$ cat config.mk
export PLATFORM = sky130hd
export DESIGN_NAME = sortable_bounded_stack
export DESIGN_NICKNAME = d
export VERILOG_FILES = /design/src/rtl/sbs_pkg.sv /design/src/rtl/sbs_ram.sv /design/src/rtl/sortable_bounded_stack.sv
export VERILOG_INCLUDE_DIRS = /design/src /design/src/rtl
export SDC_FILE = /design/constraint.sdc
export NUM_CORES = 1
export LEC_CHECK = 0
export BUFFER_PORTS_ARGS = -buffer_cell sky130_fd_sc_hd__clkbuf_2
export CAP_MARGIN = 15
export CORE_MARGIN = 4
export CORE_UTILIZATION = 56
export DETAILED_ROUTE_END_ITERATION = 8
export HOLD_SLACK_MARGIN = 0.08
export PLACE_DENSITY = 0.76
export REMOVE_ABC_BUFFERS = 1
export SYNTH_ARGS = -nofsm -noshare
export SYNTH_HDL_FRONTEND = slang
export SYNTH_HIERARCHICAL = 1
export SYNTH_SLANG_ARGS = --single-unit
$ cat constraint.sdc
create_clock -name clk -period 4.66 [get_ports clk]
set_clock_uncertainty 0.15 [all_clocks]
set_input_delay 0.699 -clock clk [delete_from_list [all_inputs] [get_ports clk]]
set_output_delay 0.699 -clock clk [all_outputs]
set_load 0.01 [all_outputs]
$ cat src/rtl/assert_macros.svh
// Assertion macros used by the RTL file that checks its own logic.
`ifndef ASSERT_MACROS_SVH
`define ASSERT_MACROS_SVH

// Clocked check, off while reset is high.
`define SBS_ASSERT(lbl, prop, msg) \
  lbl: assert property (@(posedge clk) disable iff (rst) prop) else $error(msg);

// Clocked check that also holds during reset.
`define SBS_ASSERT_ALWAYS(lbl, prop, msg) \
  lbl: assert property (@(posedge clk) prop) else $error(msg);

`endif

$ cat src/rtl/sbs_pkg.sv
// Package with the shared widths, action codes and status codes of the stack.
package sbs_pkg;

  localparam int DATA_W          = 32;
  localparam int ACTION_W        = 2;
  localparam int STATUS_W        = 2;
  localparam int STACK_DEPTH_DEF = 16;

  localparam logic [ACTION_W-1:0] ACT_PUSH = 2'd0;
  localparam logic [ACTION_W-1:0] ACT_POP  = 2'd1;
  localparam logic [ACTION_W-1:0] ACT_SORT = 2'd2;

  localparam logic [STATUS_W-1:0] ST_OK    = 2'd0;
  localparam logic [STATUS_W-1:0] ST_FULL  = 2'd1;
  localparam logic [STATUS_W-1:0] ST_EMPTY = 2'd2;

endpackage

$ cat src/rtl/sbs_ram.sv
// Generic single-clock RAM: one write port, one read port, registered read.
module sbs_ram #(
  parameter int WIDTH = 32,
  parameter int DEPTH = 16
) (
  input  logic                                   clk,
  input  logic                                   wr_en,
  input  logic [((DEPTH > 1) ? $clog2(DEPTH) : 1)-1:0] wr_addr,
  input  logic [WIDTH-1:0]                       wr_data,
  input  logic [((DEPTH > 1) ? $clog2(DEPTH) : 1)-1:0] rd_addr,
  output logic [WIDTH-1:0]                       rd_data
);

  logic [WIDTH-1:0] mem [DEPTH];

  // Write on enable, read every cycle
  always_ff @(posedge clk) begin
    if (wr_en) begin
      mem[wr_addr] <= wr_data;
    end
    rd_data <= mem[rd_addr];
  end

endmodule

$ cat src/rtl/sortable_bounded_stack.sv
// Push: result in the cycle after the transfer. Pop: the RAM read is registered, then S_POP registers the
// result; an empty stack answers in the cycle after the transfer. Sort of n entries: insertion sort through
// S_KEY, S_CMP and S_PUT, one RAM read and one RAM write per cycle while keys are shifted; n < 2 answers
// in the cycle after the transfer. One item at a time: the next input transfer comes the cycle after the result
// transfer. Reset (synchronous, active high) empties the stack; RAM contents are left as they are.
module sortable_bounded_stack #(
  parameter int STACK_DEPTH = sbs_pkg::STACK_DEPTH_DEF
) (
  input  logic                                 clk,
  input  logic                                 rst,
  input  logic                                 in_valid,
  output logic                                 in_ready,
  input  logic [sbs_pkg::ACTION_W-1:0]         action,
  input  logic signed [sbs_pkg::DATA_W-1:0]    push_value,
  output logic                                 out_valid,
  input  logic                                 out_ready,
  output logic signed [sbs_pkg::DATA_W-1:0]    popped_value,
  output logic [sbs_pkg::STATUS_W-1:0]         status,
  output logic [$clog2(STACK_DEPTH+1)-1:0]     entry_count
);
  import sbs_pkg::*;

  localparam int AW = (STACK_DEPTH > 1) ? $clog2(STACK_DEPTH) : 1;
  localparam int CW = $clog2(STACK_DEPTH + 1);
  localparam logic [CW-1:0] DEPTH_C = CW'(STACK_DEPTH);

  localparam logic [2:0] S_IDLE = 3'd0;
  localparam logic [2:0] S_POP  = 3'd1;
  localparam logic [2:0] S_KEY  = 3'd2;
  localparam logic [2:0] S_CMP  = 3'd3;
  localparam logic [2:0] S_PUT  = 3'd4;

  logic [2:0]        state, state_next;
  logic [CW-1:0]     fill_count, fill_count_next;
  logic              out_valid_next;
  logic [DATA_W-1:0] popped, popped_next;
  logic [STATUS_W-1:0] status_q, status_next;
  logic [CW-1:0]     i_idx, i_idx_next;
  logic [CW-1:0]     j_idx, j_idx_next;
  logic [DATA_W-1:0] key, key_next;

  logic              wr_en;
  logic [AW-1:0]     wr_addr;
  logic [DATA_W-1:0] wr_data;
  logic [AW-1:0]     rd_addr;
  logic [DATA_W-1:0] rd_data;

  logic [CW-1:0]     cnt_dec;
  logic [CW-1:0]     i_inc;
  logic [CW-1:0]     i_dec;
  logic [CW-1:0]     j_dec;
  logic [CW-1:0]     j_dec2;
  logic              take;

  assign in_ready     = (state == S_IDLE) && !out_valid;
  assign take         = in_valid && in_ready;
  assign popped_value = popped;
  assign status       = status_q;
  assign entry_count  = fill_count;

  assign cnt_dec = fill_count - CW'(1);
  assign i_inc   = i_idx + CW'(1);
  assign i_dec   = i_idx - CW'(1);
  assign j_dec   = j_idx - CW'(1);
  assign j_dec2  = j_idx - CW'(2);

  // Entry store
  sbs_ram #(
    .WIDTH (DATA_W),
    .DEPTH (STACK_DEPTH)
  ) u_ram (
    .clk     (clk),
    .wr_en   (wr_en),
    .wr_addr (wr_addr),
    .wr_data (wr_data),
    .rd_addr (rd_addr),
    .rd_data (rd_data)
  );

  // Sequence actions and the insertion sort over the RAM
  always_comb begin
    state_next      = state;
    fill_count_next = fill_count;
    out_valid_next  = out_valid && !out_ready;
    popped_next     = popped;
    status_next     = status_q;
    i_idx_next      = i_idx;
    j_idx_next      = j_idx;
    key_next        = key;
    wr_en           = 1'b0;
    wr_addr         = '0;
    wr_data         = key;
    rd_addr         = '0;

    unique case (state)
      S_IDLE: begin
        if (take) begin
          popped_next = '0;
          status_next = ST_OK;
          case (action)
            ACT_PUSH: begin
              out_valid_next = 1'b1;
              if (fill_count < DEPTH_C) begin
                wr_en           = 1'b1;
                wr_addr         = fill_count[AW-1:0];
                wr_data         = push_value;
                fill_count_next = fill_count + CW'(1);
              end else begin
                status_next = ST_FULL;
              end
            end
            ACT_POP: begin
              if (fill_count == '0) begin
                popped_next    = '1;
                status_next    = ST_EMPTY;
                out_valid_next = 1'b1;
              end else begin
                fill_count_next = cnt_dec;
                rd_addr         = cnt_dec[AW-1:0];
                state_next      = S_POP;
              end
            end
            ACT_SORT: begin
              if (fill_count <= CW'(1)) begin
                out_valid_next = 1'b1;
              end else begin
                i_idx_next = CW'(1);
                rd_addr    = AW'(1);
                state_next = S_KEY;
              end
            end
            default: begin
              out_valid_next = 1'b1;
            end
          endcase
        end
      end
      S_POP: begin
        popped_next    = rd_data;
        out_valid_next = 1'b1;
        state_next     = S_IDLE;
      end
      S_KEY: begin
        // Hold the key, fetch its left neighbor
        key_next   = rd_data;
        j_idx_next = i_idx;
        rd_addr    = i_dec[AW-1:0];
        state_next = S_CMP;
      end
      S_CMP: begin
        if ($signed(rd_data) > $signed(key)) begin
          // Shift the larger entry up one slot
          wr_en      = 1'b1;
          wr_addr    = j_idx[AW-1:0];
          wr_data    = rd_data;
          j_idx_next = j_dec;
          if (j_idx == CW'(1)) begin
            state_next = S_PUT;
          end else begin
            rd_addr = j_dec2[AW-1:0];
          end
        end else begin
          // Drop the key into place and advance
          wr_en   = 1'b1;
          wr_addr = j_idx[AW-1:0];
          wr_data = key;
          if (i_inc < fill_count) begin
            i_idx_next = i_inc;
            rd_addr    = i_inc[AW-1:0];
            state_next = S_KEY;
          end else begin
            out_valid_next = 1'b1;
            state_next     = S_IDLE;
          end
        end
      end
      S_PUT: begin
        // Key is the smallest so far: store at the bottom
        wr_en   = 1'b1;
        wr_addr = '0;
        wr_data = key;
        if (i_inc < fill_count) begin
          i_idx_next = i_inc;
          rd_addr    = i_inc[AW-1:0];
          state_next = S_KEY;
        end else begin
          out_valid_next = 1'b1;
          state_next     = S_IDLE;
        end
      end
      default: begin
        state_next = S_IDLE;
      end
    endcase
  end

  // Control registers
  always_ff @(posedge clk) begin
    if (rst) begin
      state      <= S_IDLE;
      fill_count <= '0;
      out_valid  <= 1'b0;
    end else begin
      state      <= state_next;
      fill_count <= fill_count_next;
      out_valid  <= out_valid_next;
    end
  end

  // Payload and sort working registers
  always_ff @(posedge clk) begin
    popped   <= popped_next;
    status_q <= status_next;
    i_idx    <= i_idx_next;
    j_idx    <= j_idx_next;
    key      <= key_next;
  end

  `include "assert_macros.svh"

  `SBS_ASSERT_ALWAYS(a_reset_idle, (rst |=> (state == S_IDLE && !out_valid)), "reset left the block busy")
  `SBS_ASSERT(a_count_bound, (fill_count <= DEPTH_C), "entry count above capacity")
  `SBS_ASSERT(a_push_grows, (take && action == ACT_PUSH && fill_count < DEPTH_C) |=> (fill_count == $past(fill_count) + CW'(1)), "push did not grow the stack")
  `SBS_ASSERT(a_sort_keeps_count, (state == S_CMP || state == S_KEY || state == S_PUT) |=> $stable(fill_count), "sort changed the entry count")
  `SBS_ASSERT(a_busy_no_result, (state != S_IDLE) |-> !in_ready, "input taken while busy")

endmodule
After elaboration in Yosys (flattened, before gate mapping). Memories as Yosys holds them, arrays and structs flattened. A register that Yosys moved wholly into a read port is not among the register bits. Cells that the tools add are included.

Order comparisons: 4. Eq/ne operators: 18. Muxes and demuxes: 56. Shifts and indexed selects: 0. Add/sub/neg operators: 6. Divide/modulo/power cells: 0. Reductions and logical operators: 19. Bitwise operators: 0. Multiply operators: 0.

Operator list (number): 32-bit 2-to-1 mux (7); 32-bit one-hot mux with 2 select lines (2); 5-bit 2-to-1 mux (8); 32-bit > comparator (1); 4-bit 2-to-1 mux (8); 5-bit one-hot mux with 2 select lines (2); 4-bit one-hot mux with 2 select lines (2); 4-bit one-hot mux with 4 select lines (1); 3-bit 2-to-1 mux (5); 5-bit one-hot mux with 3 select lines (1); 5-bit AND reduction (3); 1-bit 2-to-1 mux (12); 2-bit != test, second input constant (6); 3-bit one-hot mux with 4 select lines (1); 5-bit by 1-bit adder with 5-bit output, second input constant (2); 5-bit by 1-bit subtractor with 5-bit output, second input constant (2); 3-bit != test, second input constant (3); 3-bit by 2-bit equality test with 1-bit output, second input constant (2); 3-bit one-hot mux with 2 select lines (1); 2-bit AND reduction (3); 2-bit nonzero test (3); 5-bit by 1-bit equality test with 1-bit output, second input constant (1); 5-bit by 1-bit less-or-equal comparator with 1-bit output, second input constant (1); 5-bit zero test (1); other kinds (20) (25).

Memories: 1. Input bits: 38. Register bits after elaboration: 85. ROM bits: 0. Output and inout bits: 41. Bits in latches: 0. Bits in writable memories: 512.

Memory list: u_ram.mem (words 16, width 32, rd ports 1, clocked after memory_dff 1, write ports 1, RTL line sbs_ram.sv:14) `logic [WIDTH-1:0] mem [DEPTH];`.

Depth between registers and ports, before layout. Gate-level depths: netlist (run 1).

Word-level depth: 7. Gate-level depth with buffers: 15. Depth with buffers taken out: 12.

Modules after synthesis. Netlist (run 1), hierarchy kept.

By module, submodules not included: sbs_ram (instances 1, cells each 838, area each 19835.3 µm², sequential area each 16015.4 µm²); sortable_bounded_stack (instances 1, cells each 514, area each 5430.2 µm², sequential area each 2462.4 µm²).

Worst setup path after synthesis (run 1). No wires, ideal clock.

Path kind: flip-flop to flip-flop. Start: reg state[2]. End: mem u_ram.mem[0][0] (enable). Data required time: 4049 ps. Stages on the path, launching flop included: 10. Setup time: 461 ps. Path slack: -443 ps. Arrival time: 4492 ps. Period minus slack after synthesis: 5103 ps. Path through: dfxtp_1 > clkbuf_1 > nor4_2 > and2_1 > buf_2 > and3_1 > clkbuf_1 > nand2b_1 > or3b_2 > nor3_1.

Longest elaborated chain between the ends: 7.

RTL lines: from (decl) (RTL line sortable_bounded_stack.sv:33) `logic [2:0] state, state_next;`; from (signal assigned) (RTL line sortable_bounded_stack.sv:204) `state <= state_next;`; 3-bit zero test (RTL line sortable_bounded_stack.sv:55) `assign in_ready = (state == S_IDLE) && !out_valid;`; 1-bit logical AND (RTL line sortable_bounded_stack.sv:55); net in_ready (RTL line sortable_bounded_stack.sv:12) `output logic in_ready,`; 1-bit logical AND (RTL line sortable_bounded_stack.sv:56) `assign take = in_valid && in_ready;`; 1-bit 2-to-1 mux (RTL line sortable_bounded_stack.sv:97) `if (take) begin`; 1-bit one-hot mux with 2 select lines (RTL line sortable_bounded_stack.sv:95) `unique case (state)`; net wr_en (RTL line sortable_bounded_stack.sv:42) `logic wr_en;`; 1-bit 2-to-1 mux (RTL line sbs_ram.sv:18) `if (wr_en) begin`; 1-bit 2-to-1 mux (not written as such) (RTL line sbs_ram.sv:19) `mem[wr_addr] <= wr_data;`; to (decl) (RTL line sbs_ram.sv:14).

The timed path passes the listed nets, and every way through them passes these cells.

Worst setup path in the final report (run 1).
Start: reg key[15]. End: reg u_ram.rd_data[12] (read register of u_ram.mem).

Longest elaborated chain between the ends: 3.

RTL lines: from (decl) (RTL line sortable_bounded_stack.sv:40) `logic [DATA_W-1:0] key, key_next;`; from (signal assigned) (RTL line sortable_bounded_stack.sv:216) `key <= key_next;`; 32-bit > comparator (RTL line sortable_bounded_stack.sv:151) `if ($signed(rd_data) > $signed(key)) begin`; 4-bit 2-to-1 mux (RTL line sortable_bounded_stack.sv:151); 4-bit one-hot mux with 4 select lines (RTL line sortable_bounded_stack.sv:95); net rd_addr[1] (RTL line sortable_bounded_stack.sv:45) `logic [AW-1:0] rd_addr;`; to (decl) (RTL line sbs_ram.sv:11) `output logic [WIDTH-1:0] rd_data`.

The timed path passes the listed nets, and every way through them passes these cells. A chain may end at the register's enable or synchronous reset.

==> results list, run 1 <==
* Skew-Pair Late Insertion Delay: 0.63 ns
- Fraction of registers with async set/reset: 0%
* Violation count after the first detailed-route iteration: 1872
- In this run the vertical extent of the chip is 220 um.
* Post-CTS Hold Buffers: 0
- CP startpoint kind: flop
* Register clock-pin slew on the reported worst setup and hold paths: 0.07 ns
- Largest net degree at the start of global routing: 54
- Leading cell type in the layout, fill and taps excluded: sky130_fd_sc_hd__edfxtp_1
* DRC: 0
* Leakage power of the design: 0.00967 uW
- GRT Overall Usage: 26.0%
* Worst rel slew slack: 27.0%
- Post-Syn Instances: 1352
- Final net count: 1566
- At the pin with the least slew margin, the transition time is 1.09 ns.
- The final number of max-transition violations is 0.
- After Yosys synthesis, and, or, nand and nor cells account for 3.76% of the synthesized area.
* Initial Utilization: 56.9%
- H-tree depth: 2
- Xor and xnor fraction of the mapped netlist area: 0.555%
- Data arrives at the worst endpoint at 4.83 ns.
- The path class of the tightest hold or removal check is in -> reg.
- Horiz. Die Dim: 220 um
- Number of clock sinks: 629
* Floorplan Core Area: 0.0444 sq mm
- Number of flops mapped to enable cells by yosys: 588
* Required time at the endpoint of the critical path: 5.00 ns
- Worst hold margin: 0.251 ns
- The top cell types in the final layout, fill and taps aside, are sky130_fd_sc_hd__edfxtp_1 (588), sky130_fd_sc_hd__mux4_2 (128), sky130_fd_sc_hd__clkbuf_2 (78).
* Mapped Area: 0.0253 sq mm
* Mux contribution to synthesized area: 11.5%
* First drt pass iteration count: 5
- After synthesis, the largest area contributor takes up 69.9% of total cell area.
- The worst setup path is captured at a flop.
- In this run the post-CTS setup repair buffer count came out at 0.
- Min cycle time layout: 4.49 ns
- Max-cap violations: 0
* Post-synth top area cell: sky130_fd_sc_hd__edfxtp_1
* Maximum operating frequency: 223 MHz
- For this design the top-level I/O count stands at 79.
- The number of hold violations in the final report is 0.
- Routed len/inst: 29.4 um
- Top FF cell, synth: sky130_fd_sc_hd__edfxtp_1
- Setup TNS: 0 ns
- The flow ran to the end, and the final reports show no timing, DRC or antenna violations.
- Setup violations remaining at the end of the flow were counted as 0.
* Filler cells: 2839
- Total CTS buffers: 58
* Maximum number of buffers from clock root to sink: 3
* Number of unique standard cell types used by synthesis: 55
- Relative area change from synthesis to final layout: 15.1%
- The tree is rooted in a sky130_fd_sc_hd__clkbuf_16.
- Yosys warning count: 6
- The repair_antennas step left the layout with diodes totalling 0.
- Die footprint: 0.0486 sq mm
- After Yosys synthesis, full adders, half adders and majority gates account for 2.48% of the synthesized area.
- After synthesis, the mean cell area works out to 18.7 sq um.
* First-pass GRT wire length: 91000 um
* Antenna Violating Nets Remaining: 0
* Initial antenna violation count: 0
- Cell Pwr Density: 449 mW/mm^2
- During placement, the flow inserted port buffers numbering 78.
- Once detailed placement completed, the half-perimeter wirelength came to 35600 um.
- Routability-driven placement finished with a final weighted congestion of 0.881.
- Dominant combinational cell family by area after synthesis: multiplexers
- Vias after detailed routing: 13800
- Number of vias per cell after detailed routing: 6.51
- The post-route netlist has 28.6% of its cells at a drive strength greater than 1.
* Share of the cycle needed by the critical path after routing: 96.3%
- The critical path in this run is classified as reg -> reg.
- For this run the aggregate overflow at the end of global routing stands at 0.
* Compound-gate portion of the synthesized area: 6.46%
* Via count of the first global-routing pass: 13600
* Top fanout value on the critical path: 39
* Seq/Total Area, Yosys: 73.1%
- Unrepaired setup endpoints after global routing: false
- The worst-case IR drop observed on VDD is 0.000339 V.
- Wires add up to 62400 um.
- By area the synthesized netlist is led by sky130_fd_sc_hd__edfxtp_1 (70%), sky130_fd_sc_hd__mux4_2 (11%), sky130_fd_sc_hd__dfxtp_1 (3.2%).
- Synthesis inferred 629 register bits.
- Once the clock tree was built, the resizer swapped 0 gates to a different size.
- Row generation in the floorplan step produced 77 rows.
- TritonCTS built the clock tree.
-- per-stage QoR --
| step | total power [uW] | setup WS [ns] | instance area, sq um | cells | util, % |
|---|---|---|---|---|---|
| final | 13000 | 0.171 | 29100 | 2120 | 65.5 |
| after global routing | 13500 | 0.0452 | 29100 | 2120 | 65.5 |
| after CTS | 13100 | 0.228 | 29000 | 2115 | 65.4 |
| after detailed placement | 7880 | 0.277 | 26900 | 2005 | 60.5 |
| after global placement | 7840 | 0.407 | 26900 | 2005 | 60.5 |
| after floorplan | 7440 | -3.93 | 24900 | 1278 | - |
-- path summary, 6_finish.rpt --
| path | depth (start not counted) | slack [ns] | from | to |
|---|---|---|---|---|
| max | 14 | 0.17 | key[15] | u_ram/rd_data[12] |
| min | 2 | 0.25 | rst | entry_count[4] |
| max reg2reg | 14 | 0.17 | key[15] | u_ram/rd_data[12] |
| min reg2reg | 0 | 0.36 | u_ram/rd_data[9] | key[9] |
-- metal layers --
metal | up-vias | routed length [um] | GRT usage (%) | share of wire (%)
met5 | - | 0 | 0 | 0
met4 | 0 | 1600 | 7.14 | 2.6
met3 | 118 | 7390 | 5.63 | 12
met2 | 906 | 29800 | 40.9 | 48
met1 | 7009 | 23600 | 37.7 | 38
li1 | 5764 | - | - | -
-- cell usage after synthesis (all sizes together) (9+ instances only) --
| cell | instances |
|---|---|
| a21oi | 30 |
| a221o | 33 |
| a22oi | 64 |
| a31o | 32 |
| and2 | 36 |
| buf | 34 |
| clkbuf | 40 |
| dfxtp | 41 |
| edfxtp | 588 |
| ha | 50 |
| inv | 48 |
| mux4 | 128 |
| nand2 | 65 |
| nand2b | 9 |
| nand4 | 9 |
| nor2 | 31 |
| nor3 | 12 |
| o21ai | 26 |
| xnor2 | 10 |
-- sequential cells by signal (all words and copies together) (netlist names) --
| name | cells |
|---|---|
| u_ram/mem | 512 |
| key | 32 |
| popped_value | 32 |
| u_ram/rd_data | 32 |
| entry_count | 5 |
| i_idx | 5 |
| j_idx | 5 |
| state | 3 |
| status | 2 |
| out_valid | 1 |
-- report_power, final --
part	internal [uW]	total, uW	switching [uW]
sequential	6430	6570	138
clock	3150	5250	2100
combinational	486	1230	739
total	10100	13000	2970
-- kinds of logic (layout without fill, tap and decap cells) --
family | count (synthesis) | after routing
flip-flops | 629 | 629
AO/OA/AOI/OAI | 215 | 215
AND/OR/NAND/NOR | 190 | 190
multiplexers | 130 | 130
buffers and inverters | 122 | 298
adder cells (fa/ha/maj) | 50 | 50
XOR/XNOR | 16 | 16
-- critical path, stage by stage (launching register included) --
cell                       delay [ns]
sky130_fd_sc_hd__edfxtp_1        0.37
sky130_fd_sc_hd__inv_1           0.07
sky130_fd_sc_hd__ha_1            0.31
sky130_fd_sc_hd__nand4_1         0.17
sky130_fd_sc_hd__or4_1           0.57
sky130_fd_sc_hd__a21o_1          0.18
sky130_fd_sc_hd__a32oi_2         0.26
sky130_fd_sc_hd__o211ai_2        0.27
sky130_fd_sc_hd__or3_1           0.46
sky130_fd_sc_hd__o221ai_4        0.29
sky130_fd_sc_hd__buf_12          0.22
sky130_fd_sc_hd__buf_12          0.27
sky130_fd_sc_hd__mux4_2          0.36
sky130_fd_sc_hd__a22oi_1         0.31
sky130_fd_sc_hd__nand2_1         0.09
-- area by class of cell --
type | count | area, sq um | share of cell area (%)
Sequential cell | 629 | 18500 | 63.6
Clock inverter | 43 | 609 | 2.10
Clock buffer | 67 | 1540 | 5.28
Multi-Input combinational cell | 601 | 6440 | 22.1
Tap cell | 592 | 741 | 2.55
Timing Repair Buffer | 140 | 1090 | 3.76
Inverter | 48 | 180 | 0.620
Power figures use the tool's default switching activity.
==> run 2: changes to the inputs <==
- CORE_MARGIN: 4 -> 2
==> results list, run 2 (same netlist as run 1, synthesis figures left out) <==
* Top fanout value on the critical path: 32 (-18%)
- Violation count after the first detailed-route iteration: 1823 (-2.6%)
- In this run the worst hold path is classified as in -> reg.
* Min cycle time layout: 4.48 ns (-0.00891 ns)
* Slowest stage delay, CP: 1.03 ns (+0.46 ns)
* Portion of total power attributed to sequential cells: 51.8% (+1.4 points)
- The count of placed standard cells in the final layout, fillers left out was 2099 (-0.99%).
* Cell total after placement: 1992 (-0.65%)
* Worst rel slew slack: 19.4% (-7.6 points)
- H-tree depth: 2 (unchanged)
* Leakage power of the design: 0.00952 uW (-1.6%)
* Crit path kind: reg -> reg
* Cell Pwr Density: 440 mW/mm^2 (-1.9%)
* First-pass GRT wire length: 89200 um (-2.0%)
* Via count of the first global-routing pass: 13800 (+1.4%)
* Final GP Congestion: 0.872 (-0.99%)
- Share of total power in combinational logic: 9.5% (about the same)
- The internal power contribution was 9770 uW (-2.9%).
- Post-CTS Repair Setup Buffers: 0 (unchanged)
- Horiz. Die Dim: 216 um (-1.8%)
- CTS-repair resized insts: 0 (unchanged)
- Setup repair after global routing left no endpoint under its margin.
- Leading cell types in the layout, fill and taps excluded: sky130_fd_sc_hd__edfxtp_1 (588), sky130_fd_sc_hd__mux4_2 (128), sky130_fd_sc_hd__clkbuf_2 (78)
- Area of the multi-input gates: 0.00644 sq mm (unchanged)
- The critical path ends at u_ram/rd_data[3].
- Register clock-pin slew on the reported worst setup and hold paths: 0.06 ns (about the same)
- Proportion of total power due to net switching: 22.9% (+0.096 points)
- Initial antenna violation count: 0 (unchanged)
* Die footprint: 0.0468 sq mm (-3.6%)
* Fraction of power consumed by the clock network: 38.7% (-1.5 points)
* Floorplan Core Area: 0.0444 sq mm (unchanged)
- In this run the critical register-to-register path is captured at u_ram/rd_data[3].
* Cell row count: 77 (unchanged)
- The required time at the worst-slack endpoint came to 5.05 ns (+0.05 ns).
- The worst setup path is launched from a flop.
- GRT Overall Usage: 26.3% (+0.34 points)
- Most flop-heavy register: u_ram/mem
* Number of vias per cell after detailed routing: 6.55 (+0.57%)
* Share of the core filled with cells in the final layout: 64.8% (-0.63 points)
- Number of setup violations in the final report: 0 (unchanged)
* Maximum number of buffers from clock root to sink: 3 (unchanged)
- Post-CTS Hold Buffers: 0 (unchanged)
* Post-placement cell area: 0.0268 sq mm (-0.24%)
* Number of endpoints with negative hold slack in the final report: 0 (unchanged)
* Crit path from: key[23]
- Routed len/inst: 28.9 um (-2.0%)
- Data arrival time of the critical path: 4.87 ns (+0.04 ns)
- The flip-flop count of the largest register, all copies and words added is 512 (unchanged).
- The final global-route overflow total is 0 (unchanged).
- The number of port buffers is 78 (unchanged).
- DRC: 0 (unchanged)
- Among all stages on the critical path, the largest delay is contributed by sky130_fd_sc_hd__and2_2.
* Detailed placement HPWL: 32800 um (-7.8%)
- Clk Tree Root Cell: sky130_fd_sc_hd__clkbuf_16
- Largest net degree at the start of global routing: 56 (+3.7%)
- Sequence of cells on the critical path: inv_1, ha_1, nand4_1, nor3_1, nand2_1, or3_1, o211a_1, o21ai_1, a311o_1, and2_2, a22oi_1, nand2_1
* Filler cells: 2880 (+1.4%)
- Final Routed Wirelength: 60600 um (-3.0%)
* Antenna Violating Nets Remaining: 0 (unchanged)
- The startpoint identified for the worst register-to-register timing path is key[23].
- Broken down by cell family, the worst path's largest delay share belongs to simple AND/OR/NAND/NOR gates.
- Buffering stage count on the worst path with inverters included: 1 (-2)
- TritonCTS built the clock tree.
* Skew-Pair Late Insertion Delay: 0.63 ns (about the same)
* Slew at the pin closest to its max-slew limit: 1.21 ns (+0.117 ns)
* DIE HEIGHT: 216 um (-1.8%)
- The final number of max-transition violations came to 0 (unchanged).
- Top-Level Pins: 79 (unchanged)
* Critical Path Sink Type: flop
- Total CTS buffers: 58 (unchanged)
- The effective utilization at floorplan was 56.9% (unchanged).
- Final net count: 1548 (-1.1%)
- Area taken by flip-flops and latches: 0.0185 sq mm (unchanged)
- Number of logic stages on the critical path including buffering: 12 (-2)
* Number of inserted diodes: 0 (unchanged)
- The run finished with clean final reports.
* First drt pass iteration count: 6 (+1)
* Peak VDD IR: 0.000277 V (-18%)
- Number of clock sinks: 629 (unchanged)
- The achievable frequency is 223 MHz (+0.20%).
- The area growth from synthesis to layout is 14.0%.
- The total via count in the routed design is 13700 (-0.43%).
* Fraction of final layout cells with drive strength greater than 1: 27.1% (-1.5 points)
- Register-to-Register Path Depth: 12 (-2)
- Max-cap violations: 0 (unchanged)
- The switching power of the nets was 2900 uW (-2.4%).
- Counting stages on the worst path, the most repeated cell is sky130_fd_sc_hd__nand2_1.
- The post-route cell area is 0.0288 sq mm (-0.96%).
- Minimum setup slack among reg-to-reg paths: 0.18 ns (about the same)
* Leading cell type in the layout, fill and taps excluded: sky130_fd_sc_hd__edfxtp_1
- Share of the cycle needed by the critical path after routing: 96.1% (-0.19 points)
## run 2: cell types whose count changed in the layout (fill, tap and decap cells not counted), sizes merged
| cell | delta |
|---|---|
| buf | -18 |
| bufinv | -5 |
| inv | +1 |
| clkbuf | +5 |
| clkinvlp | -3 |
| clkinv | -1 |
## run 2: final cells by class
type,instances,share of cell area (%)
clock inverter,35,1.48
clock buffer,72,5.40
tap,592,2.57
sequential,629,64.2
multi-input combinational,601,22.4
inverter,48,0.626
timing repair buffer,122,3.40
## run 2: worst min path at each step
stage | end | cells past startpoint | startpoint
finish | entry_count[2] | 2 | rst
global route | entry_count[4] | 2 | rst
global placement | key[10] | 0 | u_ram/rd_data[10]
CTS | state[0] | 2 | rst
detailed placement | key[10] | 0 | u_ram/rd_data[10]
floorplan | key[0] | 0 | u_ram/rd_data[0]
## run 2: power by group through the flow
| stage | clock (uW) | sequential [uW] | combinational, uW |
|---|---|---|---|
| 2_1_floorplan | 0 | 6670 | 776 |
| 3_3_place_gp | 0 | 6680 | 1150 |
| 3_5_place_dp | 0 | 6680 | 1180 |
| 4_1_cts | 4970 | 6570 | 1190 |
| 5_1_grt | 5160 | 6580 | 1290 |
| 6_report | 4910 | 6570 | 1200 |
## run 2: worst register-to-register path, stage by stage (launching register included)
cell and delay, ns:
sky130_fd_sc_hd__edfxtp_1 0.40, sky130_fd_sc_hd__inv_1 0.06, sky130_fd_sc_hd__ha_1 0.32, sky130_fd_sc_hd__nand4_1 0.26
sky130_fd_sc_hd__nor3_1 0.36, sky130_fd_sc_hd__nand2_1 0.14, sky130_fd_sc_hd__or3_1 0.40, sky130_fd_sc_hd__o211a_1 0.21
sky130_fd_sc_hd__o21ai_1 0.29, sky130_fd_sc_hd__a311o_1 0.41, sky130_fd_sc_hd__and2_2 1.03, sky130_fd_sc_hd__a22oi_1 0.24
sky130_fd_sc_hd__nand2_1 0.12
## run 2: metrics by stage
stage	worst slack (ns)	hold WS [ns]	TNS, ns	power, uW
floorplan	-3.93	0.303	-215.87	7440
global placement	0.267	0.322	0	7830
detailed placement	0.308	0.338	0	7860
CTS	0.210	0.211	0	12700
global route	0.0104	0.260	0	13000
finish	0.180	0.267	0	12700
## run 2: layer usage
metal | GRT usage, % | vias up | wire, um | part of all wire (%)
li1 | - | 5725 | - | -
met1 | 36.4 | 7026 | 23000 | 38
met2 | 41.8 | 848 | 29000 | 48
met3 | 5.96 | 139 | 6530 | 11
met4 | 9.54 | 0 | 1990 | 3.3
met5 | 0 | - | 0 | 0
==> run 3: changes to the inputs <==
- CORE_UTILIZATION: 56 -> 60
- PLACE_DENSITY: 0.76 -> 0.77
- clock period: 4.66 -> 5.3 ns (I/O delays scaled with it)
==> results list, run 3 (same netlist as run 1, synthesis figures left out) <==
- Overall power consumption: 11200 uW (-12%)
- Top-Level Pins: 79 (unchanged)
- Leading cell types in the layout, fill and taps excluded: sky130_fd_sc_hd__edfxtp_1 (588), sky130_fd_sc_hd__mux4_2 (128), sky130_fd_sc_hd__clkbuf_2 (78)
* Crit path kind: reg -> reg
- Endpoint of the lowest-slack register-to-register path: u_ram/rd_data[22]
- Peak VDD IR: 0.000321 V (+16%)
- Initial Utilization: 60.5% (+3.6 points)
- Violation count after the first detailed-route iteration: 1767 (-3.1%)
- The number of antenna violations at the first check in global routing was 0 (unchanged).
- Antenna Violating Nets Remaining: 0 (unchanged)
* Fraction of final layout cells with drive strength greater than 1: 26.8% (-0.34 points)
- The final-report setup violation count came to 0 (unchanged).
* Number of I/O port buffers: 78 (unchanged)
- The slew at the pin closest to its max-slew limit came to 1.04 ns (-0.169 ns).
- u_ram/mem holds more flip-flops than any other register.
- Leakage power of the design: 0.00950 uW (-0.23%)
* Number of vias per cell after detailed routing: 6.74 (+2.9%)
- The via count of the first global-routing pass is 13700 (-0.75%).
- The flip-flop count of the largest register, all copies and words added is 512 (unchanged).
- The routed metal-1 wire length was 23200 um (+0.71%).
- Result of the run: finished, final reports clean
* Min cycle time layout: 4.47 ns (-0.00666 ns)
* Routed len/inst: 30.0 um (+3.8%)
- The path class of the tightest hold or removal check is in -> reg.
- The maximum fanout count along the critical path is 98 (+210%).
* Unrepaired setup endpoints after global routing: false
- Worst rel slew slack: 30.7% (+11 points)
- DIE HEIGHT: 209 um (-3.3%)
- Post-CTS Hold Buffers: 0 (unchanged)
- The final layout net count was 1543 (-0.32%).
* GRT Overall Usage: 28.6% (+2.2 points)
* First-pass GRT wire length: 89400 um (+0.29%)
- Cell Pwr Density: 389 mW/mm^2 (-12%)
- Leaving out fill and tap cells, the most frequent cell in the layout is sky130_fd_sc_hd__edfxtp_1.
- Minimum setup slack among reg-to-reg paths: 0.83 ns (+0.65 ns)
* Number of endpoints with negative hold slack in the final report: 0 (unchanged)
* H-tree depth: 2 (unchanged)
- The worst setup path is launched from a flop.
- Cell row count: 75 (-2.6%)
* Post-CTS Repair Setup Buffers: 0 (unchanged)
* Skew-Pair Late Insertion Delay: 0.64 ns (about the same)
- TritonCTS built the clock tree.
- The portion of the clock cycle consumed by the worst path in the final layout is 84.4% (-12 points).
- Final Routed Wirelength: 61200 um (+1.1%)
- The clock transition at the registers of the reported paths was 0.06 ns (about the same).
* Total congestion overflow after global routing: 0 (unchanged)
- Crit Reg-Reg Startpoint: key[15]
- The DRC violation count after routing is 0 (unchanged).
- Required time at the endpoint of the critical path: 5.66 ns (+0.61 ns)
- Top metal layer carrying routed signals: met4
- The number of fill cells is 2548 (-12%).
* Floorplan Core Area: 0.0418 sq mm (-6.0%)
- The largest buffer count on any clock path came to 3 (unchanged).
- The combined flip-flop and latch cell area came to 0.0185 sq mm (unchanged).
- Worst Hold Depth: 2 (unchanged)
* Final GP Congestion: 0.935 (+7.3%)
* Vias after detailed routing: 13800 (+0.22%)
- Detailed placement HPWL: 32800 um (about the same)
- Maximum operating frequency: 224 MHz (+0.15%)
- The width of the die came to 209 um (-3.3%).
- The number of buffers inserted during clock tree synthesis came to 60 (+3.4%).
- The largest net degree at the start of global routing was 99 (+77%).
- Worst setup slack after layout: 0.826 ns (+0.647 ns)
- Number of clock sinks: 629 (unchanged)
- The max-cap check violation count came to 0 (unchanged).
- Met3 wire len: 6410 um (-2.0%)
- Data arrival time of the critical path: 4.84 ns (-0.03 ns)
- The final number of max-transition violations came to 0 (unchanged).
- From synthesis to final layout, the design area changed by 13.6%.
- Hold wc startpoint: rst
- The number of search-and-repair iterations in the first detailed-routing pass is 5 (-1).
- CTS placed an instance of sky130_fd_sc_hd__clkbuf_16 at the clock tree root.
- Critical Path Sink Type: flop
* Capture endpoint of the worst hold path: entry_count[4]
- Die footprint: 0.0438 sq mm (-6.5%)
* CTS-repair resized insts: 0 (unchanged)
- The combined area of the multi-input logic cells is 0.00644 sq mm (unchanged).
* Met2 wire length: 29100 um (+0.31%)
- Register-to-Register Path Depth: 13 (+1)
- Post-Place Worst Slack: 0.905 ns (+0.597 ns)
run 3: cell types whose count changed in the layout (fill, tap and decap cells not counted), sizes merged:
cell      before  now
clkbuf       150  153
inv           51   49
clkinvlp       4    1
bufinv         9    7
clkinv        19   27
buf           44   37
diode          0    1
run 3: critical path: stages (launching register included):
cell and delay (ns):
sky130_fd_sc_hd__edfxtp_1 0.39, sky130_fd_sc_hd__inv_1 0.07, sky130_fd_sc_hd__ha_1 0.31, sky130_fd_sc_hd__nand4_1 0.16
sky130_fd_sc_hd__or4_1 0.56, sky130_fd_sc_hd__a21o_1 0.18, sky130_fd_sc_hd__a32oi_2 0.24, sky130_fd_sc_hd__o211ai_2 0.26
sky130_fd_sc_hd__or3_1 0.44, sky130_fd_sc_hd__o221ai_4 0.25, sky130_fd_sc_hd__buf_12 0.47, sky130_fd_sc_hd__mux4_2 0.41
sky130_fd_sc_hd__a22oi_1 0.22, sky130_fd_sc_hd__nand2_1 0.09
run 3: layer usage:
| layer | up-vias | GRT usage, % |
|---|---|---|
| met5 | - | 0 |
| met4 | 0 | 11.5 |
| met3 | 162 | 5.21 |
| met2 | 857 | 45.1 |
| met1 | 7037 | 40.3 |
| li1 | 5712 | - |
run 3: layout make-up:
class                           count  share of cell area (%)
Clock buffer                       75                    5.63
Inverter                           48                   0.628
Tap cell                          539                    2.35
Timing Repair Buffer              115                    3.24
Sequential cell                   629                    64.4
Antenna cell                        1                 0.00872
Clock inverter                     36                    1.36
Multi-Input combinational cell    601                    22.4
run 3: how the worst max path moves through the flow:
stage,from,to,slack (ns),cells after the start
2_1_floorplan,i_idx[0],u_ram/rd_data[0],-3.29,12
3_3_place_gp,key[15],u_ram/rd_data[12],1.02,13
3_5_place_dp,key[15],u_ram/rd_data[12],0.91,13
4_1_cts,key[15],u_ram/rd_data[29],0.86,13
5_1_grt,key[15],u_ram/rd_data[13],0.60,13
6_report,key[15],u_ram/rd_data[22],0.83,13
run 3: power by group:
| group | leakage [uW] | switching [uW] | internal [uW] |
|---|---|---|---|
| registers | 0.00567 | 116 | 5660 |
| logic | 0.00283 | 639 | 411 |
| clock network | 0.000993 | 1830 | 2510 |
| total | 0.00950 | 2580 | 8580 |
run 3: per-stage QoR:
stage	cell area (sq um)	TNS [ns]	utilization, %	std cells	hold WS (ns)
6_report	28700	0	68.8	2044	0.337
5_1_grt	28700	0	68.7	2043	0.338
2_1_floorplan	24900	-113.99	-	1278	0.303
4_1_cts	28700	0	68.7	2043	0.305
3_5_place_dp	26700	0	63.9	1932	0.339
3_3_place_gp	26700	0	63.9	1932	0.328
